## src/rtl/core/atan_pkg.sv

```systemverilog
// Shared types and constants for the arctangent series block.
// Holds the FPU operation codes, the request and response structs, and the
// double-precision constants. No dependencies.
package atan_pkg;

    // Operations of the shared floating-point unit
    typedef enum logic [1:0] {
        FOP_ADD = 2'd0,
        FOP_SUB = 2'd1,
        FOP_MUL = 2'd2,
        FOP_DIV = 2'd3
    } t_fpu_op;

    typedef struct packed {
        logic        start;
        t_fpu_op     op;
        logic [63:0] a;
        logic [63:0] b;
    } t_fpu_req;

    typedef struct packed {
        logic        done;
        logic [63:0] result;
    } t_fpu_rsp;

    // IEEE 754 double bit patterns
    localparam logic [63:0] C_ONE        = 64'h3FF0_0000_0000_0000;
    localparam logic [63:0] C_TWO        = 64'h4000_0000_0000_0000;
    localparam logic [63:0] C_THREE      = 64'h4008_0000_0000_0000;
    localparam logic [63:0] C_TEN        = 64'h4024_0000_0000_0000;
    localparam logic [63:0] C_SQRT3      = 64'h3FFB_B67A_E858_4CAA;
    localparam logic [63:0] C_TWO_M_SQ3  = 64'h3FD1_2614_5E9E_CD58;
    localparam logic [63:0] C_HALF_PI    = 64'h3FF9_21FB_5444_2D18;
    localparam logic [63:0] C_SIXTH_PI   = 64'h3FE0_C152_382D_7366;
    localparam logic [63:0] C_BIG_LIMIT  = 64'h7FE1_CCF3_85EB_C8A0;
    localparam logic [63:0] C_TINY_LIMIT = 64'h0007_30D6_7819_E8D2;
    localparam logic [63:0] C_QNAN       = 64'h7FF8_0000_0000_0000;
    localparam logic [63:0] C_PINF       = 64'h7FF0_0000_0000_0000;

    // Powers of ten as doubles, 1e0 to 1e15
    function automatic logic [63:0] ten_pow(input logic [3:0] k);
        logic [63:0] v;
        case (k)
            4'd0:    v = 64'h3FF0_0000_0000_0000;
            4'd1:    v = 64'h4024_0000_0000_0000;
            4'd2:    v = 64'h4059_0000_0000_0000;
            4'd3:    v = 64'h408F_4000_0000_0000;
            4'd4:    v = 64'h40C3_8800_0000_0000;
            4'd5:    v = 64'h40F8_6A00_0000_0000;
            4'd6:    v = 64'h412E_8480_0000_0000;
            4'd7:    v = 64'h4163_12D0_0000_0000;
            4'd8:    v = 64'h4197_D784_0000_0000;
            4'd9:    v = 64'h41CD_CD65_0000_0000;
            4'd10:   v = 64'h4202_A05F_2000_0000;
            4'd11:   v = 64'h4237_4876_E800_0000;
            4'd12:   v = 64'h426D_1A94_A200_0000;
            4'd13:   v = 64'h42A2_309C_E540_0000;
            4'd14:   v = 64'h42D6_BCC4_1E90_0000;
            default: v = 64'h430C_6BF5_2634_0000;
        endcase
        return v;
    endfunction

endpackage

```

## src/rtl/core/atan_fpu.sv

```systemverilog
// Iterative double-precision unit: add, subtract, multiply, divide with
// round to nearest even and subnormal support. Depends on atan_pkg.
module atan_fpu import atan_pkg::*; (
    input  logic     i_clk,
    input  logic     i_rst_n,
    input  t_fpu_req i_req,
    output t_fpu_rsp o_rsp
);

    typedef enum logic [9:0] {
        F_IDLE = 10'b00_0000_0001,
        F_NRMA = 10'b00_0000_0010,
        F_NRMB = 10'b00_0000_0100,
        F_ALGN = 10'b00_0000_1000,
        F_ADD  = 10'b00_0001_0000,
        F_MUL  = 10'b00_0010_0000,
        F_DIV  = 10'b00_0100_0000,
        F_NORM = 10'b00_1000_0000,
        F_SUBN = 10'b01_0000_0000,
        F_RND  = 10'b10_0000_0000
    } t_fstate;

    t_fstate            r_state, n_state;
    t_fpu_op            r_op, n_op;
    logic               r_sa, n_sa, r_sb, n_sb, r_s, n_s;
    logic signed [13:0] r_ea, n_ea, r_eb, n_eb, r_e, n_e;
    logic [52:0]        r_ma, n_ma, r_mb, n_mb, r_lo, n_lo;
    logic [56:0]        r_x, n_x, r_y, n_y;
    logic [6:0]         r_cnt, n_cnt;
    logic [63:0]        r_res, n_res;
    logic               r_done, n_done;

    logic [10:0]        a_exp, b_exp;
    logic               a_zero, b_zero, a_big;
    logic signed [13:0] e_diff;
    logic [53:0]        mul_sum, div_rem, div_dif;
    logic               div_ge;
    logic               rnd_up;
    logic [53:0]        rnd_sum;
    logic [52:0]        rnd_mant;
    logic signed [13:0] rnd_e;

    assign a_exp  = i_req.a[62:52];
    assign b_exp  = i_req.b[62:52];
    assign a_zero = (i_req.a[62:0] == 63'd0);
    assign b_zero = (i_req.b[62:0] == 63'd0);

    // Working values for alignment, multiply, divide and rounding
    always_comb begin
        a_big    = (r_ea > r_eb) || ((r_ea == r_eb) && (r_ma >= r_mb));
        e_diff   = a_big ? (r_ea - r_eb) : (r_eb - r_ea);
        mul_sum  = {1'b0, r_x[52:0]} + (r_lo[0] ? {1'b0, r_ma} : 54'd0);
        div_rem  = r_x[53:0];
        div_ge   = (div_rem >= {1'b0, r_mb});
        div_dif  = div_ge ? (div_rem - {1'b0, r_mb}) : div_rem;
        rnd_up   = r_x[2] & (r_x[1] | r_x[0] | r_x[3]);
        rnd_sum  = {1'b0, r_x[55:3]} + {53'd0, rnd_up};
        rnd_mant = rnd_sum[53] ? rnd_sum[53:1] : rnd_sum[52:0];
        rnd_e    = rnd_sum[53] ? (r_e + 14'sd1) : r_e;
    end

    // Sequence one operation
    always_comb begin
        n_state = r_state;
        n_op    = r_op;
        n_sa    = r_sa;
        n_sb    = r_sb;
        n_s     = r_s;
        n_ea    = r_ea;
        n_eb    = r_eb;
        n_e     = r_e;
        n_ma    = r_ma;
        n_mb    = r_mb;
        n_lo    = r_lo;
        n_x     = r_x;
        n_y     = r_y;
        n_cnt   = r_cnt;
        n_res   = r_res;
        n_done  = 1'b0;
        case (r_state)
            F_IDLE: begin
                if (i_req.start) begin
                    n_op  = i_req.op;
                    n_sa  = i_req.a[63];
                    n_sb  = (i_req.op == FOP_SUB) ? ~i_req.b[63] : i_req.b[63];
                    n_ea  = (a_exp == 11'd0) ? 14'sd1 : $signed({3'b000, a_exp});
                    n_eb  = (b_exp == 11'd0) ? 14'sd1 : $signed({3'b000, b_exp});
                    n_ma  = {a_exp != 11'd0, i_req.a[51:0]};
                    n_mb  = {b_exp != 11'd0, i_req.b[51:0]};
                    n_state = F_NRMA;
                    case (i_req.op)
                        FOP_MUL: begin
                            if (a_zero || b_zero) begin
                                n_res   = {i_req.a[63] ^ i_req.b[63], 63'd0};
                                n_done  = 1'b1;
                                n_state = F_IDLE;
                            end
                        end
                        FOP_DIV: begin
                            if (a_zero) begin
                                n_res   = {i_req.a[63] ^ i_req.b[63], 63'd0};
                                n_done  = 1'b1;
                                n_state = F_IDLE;
                            end
                        end
                        default: begin
                            if (a_zero && b_zero) begin
                                n_res   = {n_sa & n_sb, 63'd0};
                                n_done  = 1'b1;
                                n_state = F_IDLE;
                            end else if (a_zero) begin
                                n_res   = {n_sb, i_req.b[62:0]};
                                n_done  = 1'b1;
                                n_state = F_IDLE;
                            end else if (b_zero) begin
                                n_res   = i_req.a;
                                n_done  = 1'b1;
                                n_state = F_IDLE;
                            end
                        end
                    endcase
                end
            end
            // Normalise subnormal operands one bit a cycle
            F_NRMA: begin
                if (r_ma[52]) begin
                    n_state = F_NRMB;
                end else begin
                    n_ma = {r_ma[51:0], 1'b0};
                    n_ea = r_ea - 14'sd1;
                end
            end
            F_NRMB: begin
                if (!r_mb[52]) begin
                    n_mb = {r_mb[51:0], 1'b0};
                    n_eb = r_eb - 14'sd1;
                end else begin
                    case (r_op)
                        FOP_MUL: begin
                            n_x     = 57'd0;
                            n_lo    = r_mb;
                            n_e     = r_ea + r_eb - 14'sd1023;
                            n_s     = r_sa ^ r_sb;
                            n_cnt   = 7'd53;
                            n_state = F_MUL;
                        end
                        FOP_DIV: begin
                            n_x     = {4'd0, r_ma};
                            n_y     = 57'd0;
                            n_e     = r_ea - r_eb + 14'sd1023;
                            n_s     = r_sa ^ r_sb;
                            n_cnt   = 7'd57;
                            n_state = F_DIV;
                        end
                        default: begin
                            n_x     = {1'b0, a_big ? r_ma : r_mb, 3'b000};
                            n_y     = {1'b0, a_big ? r_mb : r_ma, 3'b000};
                            n_e     = a_big ? r_ea : r_eb;
                            n_s     = a_big ? r_sa : r_sb;
                            n_cnt   = (e_diff > 14'sd58) ? 7'd58 : e_diff[6:0];
                            n_state = F_ALGN;
                        end
                    endcase
                end
            end
            // Shift the smaller addend right, folding lost bits into sticky
            F_ALGN: begin
                if (r_cnt != 7'd0) begin
                    n_y   = {1'b0, r_y[56:2], r_y[1] | r_y[0]};
                    n_cnt = r_cnt - 7'd1;
                end else begin
                    n_state = F_ADD;
                end
            end
            F_ADD: begin
                n_x     = (r_sa ^ r_sb) ? (r_x - r_y) : (r_x + r_y);
                n_state = F_NORM;
            end
            // Shift-and-add multiply, one multiplier bit a cycle
            F_MUL: begin
                if (r_cnt != 7'd0) begin
                    n_x   = {4'd0, mul_sum[53:1]};
                    n_lo  = {mul_sum[0], r_lo[52:1]};
                    n_cnt = r_cnt - 7'd1;
                end else begin
                    n_x     = {r_x[52:0], r_lo[52:50], |r_lo[49:0]};
                    n_state = F_NORM;
                end
            end
            // Restoring divide, one quotient bit a cycle
            F_DIV: begin
                if (r_cnt != 7'd0) begin
                    n_x   = {3'd0, div_dif[52:0], 1'b0};
                    n_y   = {r_y[55:0], div_ge};
                    n_cnt = r_cnt - 7'd1;
                end else begin
                    n_x     = {1'b0, r_y[56:2], r_y[1] | r_y[0] | (div_rem != 54'd0)};
                    n_state = F_NORM;
                end
            end
            F_NORM: begin
                if (r_x == 57'd0) begin
                    n_res   = 64'd0;
                    n_done  = 1'b1;
                    n_state = F_IDLE;
                end else if (r_x[56]) begin
                    n_x = {1'b0, r_x[56:2], r_x[1] | r_x[0]};
                    n_e = r_e + 14'sd1;
                end else if (!r_x[55]) begin
                    n_x = {r_x[55:0], 1'b0};
                    n_e = r_e - 14'sd1;
                end else begin
                    n_state = F_SUBN;
                end
            end
            // Denormalise results below the normal range
            F_SUBN: begin
                if (r_e < 14'sd1) begin
                    if (r_e < -14'sd57) begin
                        n_x = {56'd0, |r_x};
                        n_e = 14'sd1;
                    end else begin
                        n_x = {1'b0, r_x[56:2], r_x[1] | r_x[0]};
                        n_e = r_e + 14'sd1;
                    end
                end else begin
                    n_state = F_RND;
                end
            end
            F_RND: begin
                if (rnd_e >= 14'sd2047) begin
                    n_res = {r_s, 11'h7FF, 52'd0};
                end else begin
                    n_res = {r_s, rnd_mant[52] ? rnd_e[10:0] : 11'd0, rnd_mant[51:0]};
                end
                n_done  = 1'b1;
                n_state = F_IDLE;
            end
            default: begin
                n_state = F_IDLE;
            end
        endcase
    end

    always_ff @(posedge i_clk) begin
        if (!i_rst_n) begin
            r_state <= F_IDLE;
            r_done  <= 1'b0;
        end else begin
            r_state <= n_state;
            r_done  <= n_done;
        end
        r_op  <= n_op;
        r_sa  <= n_sa;
        r_sb  <= n_sb;
        r_s   <= n_s;
        r_ea  <= n_ea;
        r_eb  <= n_eb;
        r_e   <= n_e;
        r_ma  <= n_ma;
        r_mb  <= n_mb;
        r_lo  <= n_lo;
        r_x   <= n_x;
        r_y   <= n_y;
        r_cnt <= n_cnt;
        r_res <= n_res;
    end

    assign o_rsp.done   = r_done;
    assign o_rsp.result = r_res;

endmodule

```

## src/rtl/core/arctangent_series.sv

```systemverilog
// Arctangent of an IEEE 754 double by an alternating Taylor series.
// Sequencer around one shared iterative FPU. Depends on atan_pkg, atan_fpu.
//
// Usage:
//   Input: drive i_arg_bits and raise i_start; the item is taken at a clock
//   edge where i_start is high and o_busy is low. o_busy stays high while
//   the item is worked on.
//   Output: o_result_bits is valid for exactly one cycle while o_done is
//   high. The receiver cannot stall; it must take the result in that cycle.
//   Config: i_digits_we writes i_digits (significant digits, 0 acts as 1).
//   Write it only while the block is idle.
//   Flow: NaN, zero and out-of-range inputs are answered straight from idle.
//   Otherwise every arithmetic step runs on the shared FPU, which works a
//   multiply or divide one bit per cycle. Each series term costs a multiply,
//   a divide and two adds, plus the convergence test, which scales both sums
//   by tens (one FPU multiply or divide per decade, roughly 2*d per term for
//   d digits). The next item waits for o_done.
//   Reset: synchronous, active low; returns to idle with digits = 8.
module arctangent_series import atan_pkg::*; #(
    parameter int P_MAX_TERMS = 64
) (
    input  logic        i_clk,
    input  logic        i_rst_n,
    input  logic        i_start,
    output logic        o_busy,
    input  logic [63:0] i_arg_bits,
    output logic        o_done,
    output logic [63:0] o_result_bits,
    input  logic        i_digits_we,
    input  logic [3:0]  i_digits
);

    localparam int NW = $clog2(P_MAX_TERMS + 1);

    typedef enum logic [20:0] {
        ST_IDLE  = 21'h000001,
        ST_RECIP = 21'h000002,
        ST_RED   = 21'h000004,
        ST_SHMUL = 21'h000008,
        ST_SHSUB = 21'h000010,
        ST_SHADD = 21'h000020,
        ST_SHDIV = 21'h000040,
        ST_SINIT = 21'h000080,
        ST_SQ    = 21'h000100,
        ST_TMUL  = 21'h000200,
        ST_TDIV  = 21'h000400,
        ST_YADD  = 21'h000800,
        ST_DEN   = 21'h001000,
        ST_CHK   = 21'h002000,
        ST_SCDN  = 21'h004000,
        ST_SCUP  = 21'h008000,
        ST_SCEND = 21'h010000,
        ST_PSH   = 21'h020000,
        ST_PRC   = 21'h040000,
        ST_FIN   = 21'h080000
    } t_state;

    t_state          r_state, n_state;
    logic            r_pend, n_pend;
    logic [63:0]     r_x, n_x, r_y, n_y, r_term, n_term, r_sq, n_sq;
    logic [63:0]     r_prev, n_prev, r_den, n_den, r_sc, n_sc, r_t1, n_t1;
    logic [49:0]     r_ss, n_ss;
    logic            r_neg, n_neg, r_recip, n_recip, r_shift, n_shift;
    logic            r_second, n_second;
    logic [NW-1:0]   r_n, n_n;
    logic [3:0]      r_digits;
    logic [63:0]     r_res, n_res;
    logic            r_done, n_done;

    t_fpu_req        fpu_req;
    t_fpu_rsp        fpu_rsp;
    logic [3:0]      d_eff;
    logic [63:0]     lim_hi, lim_lo, arg_abs;
    logic            arg_nan, more_terms;

    // Integer part of a double in [1, 2^50)
    function automatic logic [49:0] int_part(input logic [63:0] v);
        logic [5:0]  sh;
        logic [52:0] m;
        sh = 6'(11'd1075 - v[62:52]);
        m  = {1'b1, v[51:0]} >> sh;
        return m[49:0];
    endfunction

    atan_fpu u_fpu (
        .i_clk  (i_clk),
        .i_rst_n(i_rst_n),
        .i_req  (fpu_req),
        .o_rsp  (fpu_rsp)
    );

    assign d_eff      = (r_digits == 4'd0) ? 4'd1 : r_digits;
    assign lim_hi     = ten_pow(d_eff);
    assign lim_lo     = ten_pow(d_eff - 4'd1);
    assign arg_abs    = {1'b0, i_arg_bits[62:0]};
    assign arg_nan    = (i_arg_bits[62:52] == 11'h7FF) && (i_arg_bits[51:0] != 52'd0);
    assign more_terms = (r_n < NW'(P_MAX_TERMS));

    // Sequencer: each arithmetic state issues one FPU operation and waits
    always_comb begin
        n_state  = r_state;
        n_pend   = r_pend;
        n_x      = r_x;
        n_y      = r_y;
        n_term   = r_term;
        n_sq     = r_sq;
        n_prev   = r_prev;
        n_den    = r_den;
        n_sc     = r_sc;
        n_t1     = r_t1;
        n_ss     = r_ss;
        n_neg    = r_neg;
        n_recip  = r_recip;
        n_shift  = r_shift;
        n_second = r_second;
        n_n      = r_n;
        n_res    = r_res;
        n_done   = 1'b0;
        fpu_req.start = 1'b0;
        fpu_req.op    = FOP_ADD;
        fpu_req.a     = r_x;
        fpu_req.b     = r_y;
        case (r_state)
            ST_IDLE: begin
                if (i_start) begin
                    if (arg_nan) begin
                        n_res  = C_QNAN;
                        n_done = 1'b1;
                    end else if (arg_abs == 64'd0) begin
                        n_res  = 64'd0;
                        n_done = 1'b1;
                    end else if (arg_abs > C_BIG_LIMIT || arg_abs < C_TINY_LIMIT) begin
                        n_res  = C_PINF;
                        n_done = 1'b1;
                    end else begin
                        n_neg   = i_arg_bits[63];
                        n_recip = (arg_abs > C_ONE);
                        n_x     = arg_abs;
                        n_state = (arg_abs > C_ONE) ? ST_RECIP : ST_RED;
                    end
                end
            end
            ST_RECIP: begin
                fpu_req.start = !r_pend;
                fpu_req.op    = FOP_DIV;
                fpu_req.a     = C_ONE;
                fpu_req.b     = r_x;
                if (fpu_rsp.done) begin
                    n_x     = fpu_rsp.result;
                    n_state = ST_RED;
                end
            end
            ST_RED: begin
                n_shift = (r_x > C_TWO_M_SQ3);
                n_state = (r_x > C_TWO_M_SQ3) ? ST_SHMUL : ST_SINIT;
            end
            // Reduce by the pi/6 identity
            ST_SHMUL: begin
                fpu_req.start = !r_pend;
                fpu_req.op    = FOP_MUL;
                fpu_req.a     = C_SQRT3;
                fpu_req.b     = r_x;
                if (fpu_rsp.done) begin
                    n_t1    = fpu_rsp.result;
                    n_state = ST_SHSUB;
                end
            end
            ST_SHSUB: begin
                fpu_req.start = !r_pend;
                fpu_req.op    = FOP_SUB;
                fpu_req.a     = r_t1;
                fpu_req.b     = C_ONE;
                if (fpu_rsp.done) begin
                    n_t1    = fpu_rsp.result;
                    n_state = ST_SHADD;
                end
            end
            ST_SHADD: begin
                fpu_req.start = !r_pend;
                fpu_req.op    = FOP_ADD;
                fpu_req.a     = C_SQRT3;
                fpu_req.b     = r_x;
                if (fpu_rsp.done) begin
                    n_term  = fpu_rsp.result;
                    n_state = ST_SHDIV;
                end
            end
            ST_SHDIV: begin
                fpu_req.start = !r_pend;
                fpu_req.op    = FOP_DIV;
                fpu_req.a     = r_t1;
                fpu_req.b     = r_term;
                if (fpu_rsp.done) begin
                    n_x     = fpu_rsp.result;
                    n_state = ST_SINIT;
                end
            end
            ST_SINIT: begin
                n_y = r_x;
                if (r_x[62:0] == 63'd0) begin
                    n_state = ST_PSH;
                end else begin
                    n_term  = r_x;
                    n_den   = C_THREE;
                    n_n     = '0;
                    n_state = ST_SQ;
                end
            end
            ST_SQ: begin
                fpu_req.start = !r_pend;
                fpu_req.op    = FOP_MUL;
                fpu_req.a     = r_x;
                fpu_req.b     = r_x;
                if (fpu_rsp.done) begin
                    n_sq    = fpu_rsp.result;
                    n_state = ST_TMUL;
                end
            end
            // One series term: negate term*x^2, divide by odd denominator, add
            ST_TMUL: begin
                fpu_req.start = !r_pend;
                fpu_req.op    = FOP_MUL;
                fpu_req.a     = r_term;
                fpu_req.b     = r_sq;
                if (fpu_rsp.done) begin
                    n_term  = {~fpu_rsp.result[63], fpu_rsp.result[62:0]};
                    n_prev  = r_y;
                    n_state = ST_TDIV;
                end
            end
            ST_TDIV: begin
                fpu_req.start = !r_pend;
                fpu_req.op    = FOP_DIV;
                fpu_req.a     = r_term;
                fpu_req.b     = r_den;
                if (fpu_rsp.done) begin
                    n_t1    = fpu_rsp.result;
                    n_state = ST_YADD;
                end
            end
            ST_YADD: begin
                fpu_req.start = !r_pend;
                fpu_req.op    = FOP_ADD;
                fpu_req.a     = r_y;
                fpu_req.b     = r_t1;
                if (fpu_rsp.done) begin
                    n_y     = fpu_rsp.result;
                    n_state = ST_DEN;
                end
            end
            ST_DEN: begin
                fpu_req.start = !r_pend;
                fpu_req.op    = FOP_ADD;
                fpu_req.a     = r_den;
                fpu_req.b     = C_TWO;
                if (fpu_rsp.done) begin
                    n_den   = fpu_rsp.result;
                    n_n     = r_n + NW'(1);
                    n_state = ST_CHK;
                end
            end
            ST_CHK: begin
                if (r_y[62:0] == 63'd0 || r_prev[62:0] == 63'd0) begin
                    n_state = more_terms ? ST_TMUL : ST_PSH;
                end else begin
                    n_sc     = {1'b0, r_y[62:0]};
                    n_second = 1'b0;
                    n_state  = ST_SCDN;
                end
            end
            // Scale down by tens while above the upper limit
            ST_SCDN: begin
                fpu_req.start = !r_pend && (r_sc > lim_hi);
                fpu_req.op    = FOP_DIV;
                fpu_req.a     = r_sc;
                fpu_req.b     = C_TEN;
                if (fpu_rsp.done) begin
                    n_sc = fpu_rsp.result;
                end else if (!r_pend && !(r_sc > lim_hi)) begin
                    n_state = ST_SCUP;
                end
            end
            // Scale up by tens while below the lower limit
            ST_SCUP: begin
                fpu_req.start = !r_pend && (r_sc < lim_lo);
                fpu_req.op    = FOP_MUL;
                fpu_req.a     = r_sc;
                fpu_req.b     = C_TEN;
                if (fpu_rsp.done) begin
                    n_sc = fpu_rsp.result;
                end else if (!r_pend && !(r_sc < lim_lo)) begin
                    n_state = ST_SCEND;
                end
            end
            ST_SCEND: begin
                if (!r_second) begin
                    n_ss     = int_part(r_sc);
                    n_sc     = {1'b0, r_prev[62:0]};
                    n_second = 1'b1;
                    n_state  = ST_SCDN;
                end else if (int_part(r_sc) == r_ss || !more_terms) begin
                    n_state = ST_PSH;
                end else begin
                    n_state = ST_TMUL;
                end
            end
            // Undo the reductions
            ST_PSH: begin
                fpu_req.start = !r_pend && r_shift;
                fpu_req.op    = FOP_ADD;
                fpu_req.a     = r_y;
                fpu_req.b     = C_SIXTH_PI;
                if (fpu_rsp.done) begin
                    n_y     = fpu_rsp.result;
                    n_state = ST_PRC;
                end else if (!r_pend && !r_shift) begin
                    n_state = ST_PRC;
                end
            end
            ST_PRC: begin
                fpu_req.start = !r_pend && r_recip;
                fpu_req.op    = FOP_SUB;
                fpu_req.a     = C_HALF_PI;
                fpu_req.b     = r_y;
                if (fpu_rsp.done) begin
                    n_y     = fpu_rsp.result;
                    n_state = ST_FIN;
                end else if (!r_pend && !r_recip) begin
                    n_state = ST_FIN;
                end
            end
            ST_FIN: begin
                n_res   = {r_y[63] ^ r_neg, r_y[62:0]};
                n_done  = 1'b1;
                n_state = ST_IDLE;
            end
            default: begin
                n_state = ST_IDLE;
            end
        endcase
        if (fpu_req.start) begin
            n_pend = 1'b1;
        end
        if (fpu_rsp.done) begin
            n_pend = 1'b0;
        end
    end

    // Hold control state, the datapath registers and the digits register
    always_ff @(posedge i_clk) begin
        if (!i_rst_n) begin
            r_state  <= ST_IDLE;
            r_pend   <= 1'b0;
            r_done   <= 1'b0;
            r_digits <= 4'd8;
            r_n      <= '0;
        end else begin
            r_state <= n_state;
            r_pend  <= n_pend;
            r_done  <= n_done;
            r_n     <= n_n;
            if (i_digits_we) begin
                r_digits <= i_digits;
            end
        end
        r_x      <= n_x;
        r_y      <= n_y;
        r_term   <= n_term;
        r_sq     <= n_sq;
        r_prev   <= n_prev;
        r_den    <= n_den;
        r_sc     <= n_sc;
        r_t1     <= n_t1;
        r_ss     <= n_ss;
        r_neg    <= n_neg;
        r_recip  <= n_recip;
        r_shift  <= n_shift;
        r_second <= n_second;
        r_res    <= n_res;
    end

    assign o_busy        = (r_state != ST_IDLE);
    assign o_done        = r_done;
    assign o_result_bits = r_res;

    // A result is only shown once the sequencer is back in idle
    a_done_idle: assert property (@(posedge i_clk) disable iff (!i_rst_n)
        o_done |-> !o_busy)
        else $error("result strobe while busy");

    // The FPU only answers an operation that was issued
    a_rsp_pend: assert property (@(posedge i_clk) disable iff (!i_rst_n)
        fpu_rsp.done |-> r_pend)
        else $error("FPU response without request");

    // An accepted item either finishes at once or keeps the block busy
    a_accept: assert property (@(posedge i_clk) disable iff (!i_rst_n)
        (i_start && !o_busy) |=> (o_busy || o_done))
        else $error("accepted item dropped");

    // Term count never passes its bound
    a_terms: assert property (@(posedge i_clk) disable iff (!i_rst_n)
        r_n <= NW'(P_MAX_TERMS))
        else $error("term count overrun");

endmodule

```

## config.mk

```make
export PLATFORM = sky130hd
export DESIGN_NAME = arctangent_series
export DESIGN_NICKNAME = d
export VERILOG_FILES = /design/src/rtl/core/atan_pkg.sv /design/src/rtl/core/atan_fpu.sv /design/src/rtl/core/arctangent_series.sv
export SDC_FILE = /design/constraint.sdc
export NUM_CORES = 2
export LEC_CHECK = 0
export ABC_AREA = 1
export BUFFER_PORTS_ARGS = -buffer_cell sky130_fd_sc_hd__clkbuf_2
export CORE_UTILIZATION = 36
export DETAILED_ROUTE_END_ITERATION = 6
export PLACE_DENSITY = 0.47
export REMOVE_ABC_BUFFERS = 1
export SLEW_MARGIN = 0
export SYNTH_ARGS = -nofsm -noshare
export SYNTH_HDL_FRONTEND = slang
export SYNTH_SLANG_ARGS = --single-unit
```

## constraint.sdc

```tcl
create_clock -name i_clk -period 15.85 [get_ports i_clk]
set_input_delay 4.755 -clock i_clk [delete_from_list [all_inputs] [get_ports i_clk]]
set_output_delay 4.755 -clock i_clk [all_outputs]
set_load 0.05 [all_outputs]
```

* Word-level counts from Yosys, hierarchy flattened
Memories as Yosys holds them, arrays and structs flattened.
Index checks and enable logic that the tools add are counted.
** Word-level totals
- Register bits after elaboration :: 1065
- Memory bits (read-only) :: 1408
- Input bits :: 72
- Output and inout bits :: 66
- Memories kept :: 2
** Operators by class
- $add $sub $neg :: 18
- $lt $le $gt $ge :: 14
- Equality and inequality tests :: 89
- Shifts and indexed selects :: 1
- Mux-type cells :: 157
- Bitwise logic cells :: 16
- Reductions and logical operators :: 89
** Memory list
- (no name shown) :: words 16, bits a word 44, read ports 1, clocked after Yosys merged registers in 0, wr ports 0, RTL line atan_pkg.sv:43 : case (k)
- (no name shown) :: words 16, bits a word 44, read ports 1, clocked after Yosys merged registers in 0, wr ports 0, RTL line atan_pkg.sv:43
** Operators by type and width (number)
- case mux 131 bit (14 select lines) :: 1
- two-way mux 64 bit :: 21
- case mux 64 bit (2 select lines) :: 5
- two-way mux 53 bit :: 12
- case mux 64 bit (3 select lines) :: 3
- two-way mux 21 bit :: 22
- two-way mux 57 bit :: 8
- case mux 21 bit (19 select lines) :: 1
- case mux 57 bit (6 select lines) :: 1
- case mux 53 bit (2 select lines) :: 3
- logical NOT 63 bit :: 5
- two-way mux 56 bit :: 4
- two-way mux 14 bit :: 13
- case mux 57 bit (3 select lines) :: 1
- case mux 57 bit (2 select lines) :: 1
- case mux 56 bit (2 select lines) :: 1
- two-way mux 10 bit :: 11
- two-way mux 18 bit :: 5
- case mux 14 bit (2 select lines) :: 3
- case mux 10 bit (8 select lines) :: 1
- > comparator 64 x 62 -> 1 bit, second input constant :: 1
- > comparator 64 bit :: 1
- logical NOT 64 bit :: 1
- less-than comparator 64 bit :: 1
- 111 further kinds :: 258

* Depth between registers and ports, before layout
An unclocked memory read counts as a cell.
- Depth in word-level cells :: 14
- Mapped depth :: 31
- Mapped depth without buffers :: 31

* By module
A second synthesis with hierarchy kept.
** Unflattened totals
- Cells, all modules :: 10871
- Area, all modules :: 81117.8 um2
** By module, submodules not included
- atan_fpu :: times used 1, cells each 6483, area each 43001.2 um2, seq. area each 11961.5 um2
- arctangent_series :: times used 1, cells each 4388, area each 38116.6 um2, seq. area each 19548.7 um2

* Least setup slack after synthesis
No wires, ideal clock.
- Path kind :: register -> register
- From :: reg u_fpu.r_cnt[0]
- To :: reg u_fpu.r_y[0] (enable)
- Setup time :: 776 ps
- Arrival :: 10508 ps
- Setup slack :: 4565 ps
- Cell stages (with the launch flop) :: 11
- Buffers on the path :: 2
- Period minus slack after synthesis :: 11285 ps
- Path through :: edfxtp_1 -> inv_1 -> ha_1 -> nor3b_1 -> nand3b_1 -> nor2_1 -> clkinv_1 -> clkbuf_1 -> clkbuf_1 -> a21oi_1 -> a2111oi_0
** On the way
- Word-level cells in the longest chain between the ends :: 3
- Elaborated cells between the ends (all ways) :: 4
- Those cells by class :: eq/ne (2); reduce/logical (2)
** RTL lines
- start: declaration :: RTL line atan_fpu.sv:29 : logic [6:0] r_cnt, n_cnt;
- start signal: assignment :: RTL line atan_fpu.sv:265 : r_cnt <= n_cnt;
- nonzero test 7 bit * :: RTL line atan_fpu.sv:168, atan_fpu.sv:192
- != test 2 x 1 -> 1 bit (no source line)
- AND reduction 5 bit (no source line) *
- end signal: assignment :: RTL line atan_fpu.sv:264 : r_y <= n_y;
- end: declaration :: RTL line atan_fpu.sv:28 : logic [56:0] r_x, n_x, r_y, n_y;
Mark *: on every way between the ends. The rest lies on a longest branch, timed or not.
A chain may end at the register's enable or synchronous reset.

* Final worst setup path
- From :: in i_arg_bits[27]
- To :: reg r_x[5] (enable)
** On the way
- Word-level cells in the longest chain between the ends :: 4
- Elaborated cells between the ends (all ways) :: 10
- Those cells by class :: order compare (2); eq/ne (3); reduce/logical (5)
** RTL lines
- start: declaration :: RTL line arctangent_series.sv:26 : input logic [63:0] i_arg_bits,
- > comparator 63 bit, or another cell as far along :: RTL line arctangent_series.sv:132 : end else if (arg_abs > C_BIG_LIMIT || arg_abs < C_TINY_LIMIT) begin
- logical OR 1 bit or logical AND 1 bit (tied branches) :: RTL line arctangent_series.sv:132, arctangent_series.sv:96
- != test 2 bit (no source line)
- AND reduction 6 bit (no source line) *
- end signal: assignment :: RTL line arctangent_series.sv:366 : r_x <= n_x;
- end: declaration :: RTL line arctangent_series.sv:60 : logic [63:0] r_x, n_x, r_y, n_y, r_term, n_term, r_sq, n_sq;
Marked as above.

==> results.sh <==
export IMPL_grt_usage_pct=38.4
export IMPL_path_cells="clkbuf_2, inv_1, nor4_1, inv_1, nor2_1, nand3_1, a21oi_1, o21ai_0, nand2_1, nand3_1, nand2_1, inv_1, nor2_4, buf_4"
export IMPL_path_delay_family="simple AND/OR/NAND/NOR gates"
export IMPL_cap_violations=0
export IMPL_holdPathStages=2
export IMPL_layout_drive_gt1_share_pct=5.47
export IMPL_port_buffers=137
export IMPL_grt_pass1_vias=87300
export IMPL_cts_num_sinks=1064
export IMPL_finalCriticalPeriod_ns=9.11
export IMPL_synth_ff_latch_count=1064
export IMPL_dpl_cell_area_um2=91000
export IMPL_failed_checks="DRC"
export IMPL_detail_route_wl_per_cell_um=31.4
export IMPL_htree_num_levels=4
export IMPL_finalWeightedCongestion=1.00
export IMPL_criticalPathCategory="in -> reg"
export IMPL_cp_slowest_cell="a21oi_1"
export IMPL_skew_ns=0.0483
export IMPL_core_area_um2=240000
export IMPL_fin_setup_tns_ns=0
export IMPL_netlist_instances=12300
export IMPL_synth_distinct_cells=67
export IMPL_cts_path_max_buffers=3
export IMPL_netSwitchingPower_mw=9.50
export IMPL_grt_max_degree=206
export IMPL_synth_area_um2=87000
export IMPL_p_leak_nw=41.0
export IMPL_pwr_share_comb_pct=53.2
export IMPL_vias_per_cell=6.13
export IMPL_clock_root_buffer="clkbuf_16"
export IMPL_num_io_pins=138
export IMPL_setup_viol=0
export IMPL_start_kind="primary input"
export IMPL_slowest_delay_ns=0.82
export IMPL_tightest_slew_ns=1.30
export IMPL_status="finished with violations"
export IMPL_total_power_mw=18.1
export IMPL_initialDrtViolationCount=13100
export IMPL_hold_viol=0
export IMPL_p_clk_share_pct=17.9
export IMPL_internal_power_mw=8.64
export IMPL_crit_fanout=44
export IMPL_worstPathArrival_ns=9.55
export IMPL_async_flop_share_pct=0
export IMPL_cts_tree="done"
export IMPL_clk_pin_slew_ns=0.06
export IMPL_critical_path_most_common_cell="inv_1"
export IMPL_antenna_found_initial=26
export IMPL_worstSetupEndpointType="flip-flop"
export IMPL_clk_latency_ns=0.83
export IMPL_vdd_drop_max_mv=0.218
export IMPL_ctsResizeCount=0
export IMPL_post_cts_buffers=0
export IMPL_yosysTopAreaCell="edfxtp_1"
export IMPL_fin_nets=12500
export IMPL_worst_path_stages=14
export IMPL_vias=94400
export IMPL_ys_seq_area_share_pct=36.2
export IMPL_die_area_um2=244000
export IMPL_yosys_area_top_type_share_pct=35.2
export IMPL_antenna_left=0
export IMPL_wirelength_mm=484
export IMPL_slew_headroom_pct=13.2
export IMPL_drtPass1Iterations=7
export IMPL_finalCritPeriodShare_pct=57.5
export IMPL_hold_buffers=0
export IMPL_swShare_pct=52.4
export IMPL_die_height_um=494
export IMPL_fp_row_count=180
export IMPL_rsz0062_at_grt="no"
export IMPL_ys_flop_type="edfxtp_1"
export IMPL_power_frac_seq_pct=28.9
export IMPL_fp_dieW_um=494
export IMPL_power_density_nw_per_um2=190
export IMPL_hp_class="reg -> reg"
export IMPL_fmaxAchievable_mhz=110
export IMPL_cts_buffers=143
export IMPL_grt_ovfl_total=0
export IMPL_grt_pass1_wl_mm=669
export IMPL_synth_area_top_cells="edfxtp_1 (35%), nand2_1 (12%), inv_1 (6.4%), nor2_1 (5.7%), nand4_1 (5.6%)"
export IMPL_initial_core_util_pct=36.2
export IMPL_crit_buf_inv=5
export IMPL_ys_warn_count=0
export IMPL_drc=3
export IMPL_slew_viol_final=0
export IMPL_r2r_cells=25
export IMPL_syn_avg_cell_area_um2=7.09
export IMPL_required_ns=16.29
export IMPL_area_growth_pct=9.91
export IMPL_final_area_um2=95600
export IMPL_synth_edf_count=1020
export IMPL_hpwl_mm=365
through the flow:
| step | util, % | instances | hold slack (ns) | worst slack [ns] |
|---|---|---|---|---|
| after floorplan | - | 11600 | 0.459 | 0.959 |
| after global placement | 37.9 | 15100 | 0.482 | 6.22 |
| after detailed placement | 37.9 | 15100 | 0.491 | 6.28 |
| after CTS | 39.8 | 15400 | 0.498 | 7.13 |
| after global routing | 39.8 | 15400 | 0.524 | 6.65 |
| final | 39.8 | 15400 | 0.493 | 6.74 |
synth_stat cells (35+ instances only):
cell and count:
inv_1 1494, ha_1 366, buf_1 63, nor3_1 154
xnor2_1 38, o21a_1 38, a31oi_1 78, a21oi_1 647
o21bai_1 40, o21ai_0 917, o211ai_1 176, o22ai_1 158
nand2_1 2793, xor2_1 193, o221ai_1 149, a21boi_0 35
o21ai_1 89, nor4_1 103, a21o_1 37, clkbuf_1 475
edfxtp_1 1020, nand4_1 779, nor2_1 1330, buf_2 64
nand3_1 691, dfxtp_1 44
area by class of cell:
class | instances | area (um2)
diodes | 11 | 27.5
repair buffers | 323 | 2190
multi-input cells | 9050 | 47600
flip-flops and latches | 1064 | 31500
inverters | 1521 | 5720
well taps | 3185 | 3990
clock buffers | 177 | 3790
clock inverters | 78 | 728
fillers | 25500 | 145000
cell usage in the layout (no fill, tap or decap), types with 27 or more instances in the layout:
cell | Yosys | routed
nand4_1 | 779 | 779
xnor2_1 | 38 | 38
o21ai_1 | 89 | 89
o21a_1 | 38 | 38
clkinv_1 | 18 | 47
nand3b_1 | 31 | 31
nand2_1 | 2793 | 2789
clkbuf_2 | 0 | 137
o2111ai_1 | 27 | 27
o221ai_1 | 149 | 149
clkbuf_16 | 0 | 145
nor2_1 | 1330 | 1304
a21boi_0 | 35 | 34
nor2_4 | 3 | 27
o211ai_1 | 176 | 176
o21ai_0 | 917 | 915
a31oi_1 | 78 | 78
o22ai_1 | 158 | 158
xor2_1 | 193 | 193
o21bai_1 | 40 | 40
nand3_1 | 691 | 684
or2_2 | 31 | 31
inv_1 | 1494 | 1484
a21oi_1 | 647 | 645
a21o_1 | 37 | 37
dfxtp_1 | 44 | 44
nor4_1 | 103 | 96
edfxtp_1 | 1020 | 1020
ha_1 | 366 | 366
nor3_1 | 154 | 151
buf_4 | 19 | 177
path summary, 6_finish.rpt:
path,startpoint,endpoint,slack (ns)
worst max register to register,r_state[12],u_fpu.r_res[4],6.95
worst min-delay path,r_state[4],r_state[4],0.49
worst min register to register,r_state[4],r_state[4],0.49
worst max-delay path,i_arg_bits[27],r_x[5],6.74
worst reg2reg max path, delay by kind of cell (launching register included):
family / cells / cell delay, ns
buffers and inverters: 6 / 2.63
AND/OR/NAND/NOR: 19 / 5.43
flip-flops: 1 / 0.34
power groups by stage:
stage	clock (mW)	combinational, mW	sequential, mW
after global placement	0	9.36	5.26
after global routing	3.37	10.4	5.25
after detailed placement	0	9.38	5.26
after CTS	3.27	9.42	5.22
final	3.25	9.64	5.25
after floorplan	0	5.92	4.80
registers in the layout (all words and copies together), names as in the netlist, 64 cells and up:
register / cells
o_result_bits: 64
r_den: 64
r_sc: 64
r_sq: 64
r_t1: 64
r_term: 64
r_x: 64
r_y: 64
u_fpu.r_res: 64
cell families (layout without fill, tap and decap cells):
family / count (synthesis) / count (layout) / share of synthesized area [%]
simple gates: 5978 / 5978 / 30.0
flops: 1064 / 1064 / 36.2
fa+ha+maj: 372 / 372 / 5.40
compound gates: 2469 / 2469 / 16.5
xor+xnor: 231 / 231 / 2.33
buf+inv: 2145 / 2099 / 9.46
other cells: 0 / 11 / 0
layer usage:
layer	share of wire (%)	global-route usage (%)	vias up
met1	42	51.3	46000
met3	9.5	8.28	941
li1	-	-	42200
met4	5.7	18.9	6
met2	43	58.5	5239
met5	0.0099	0	-
Note: power is estimated with default switching activity, not from simulation.
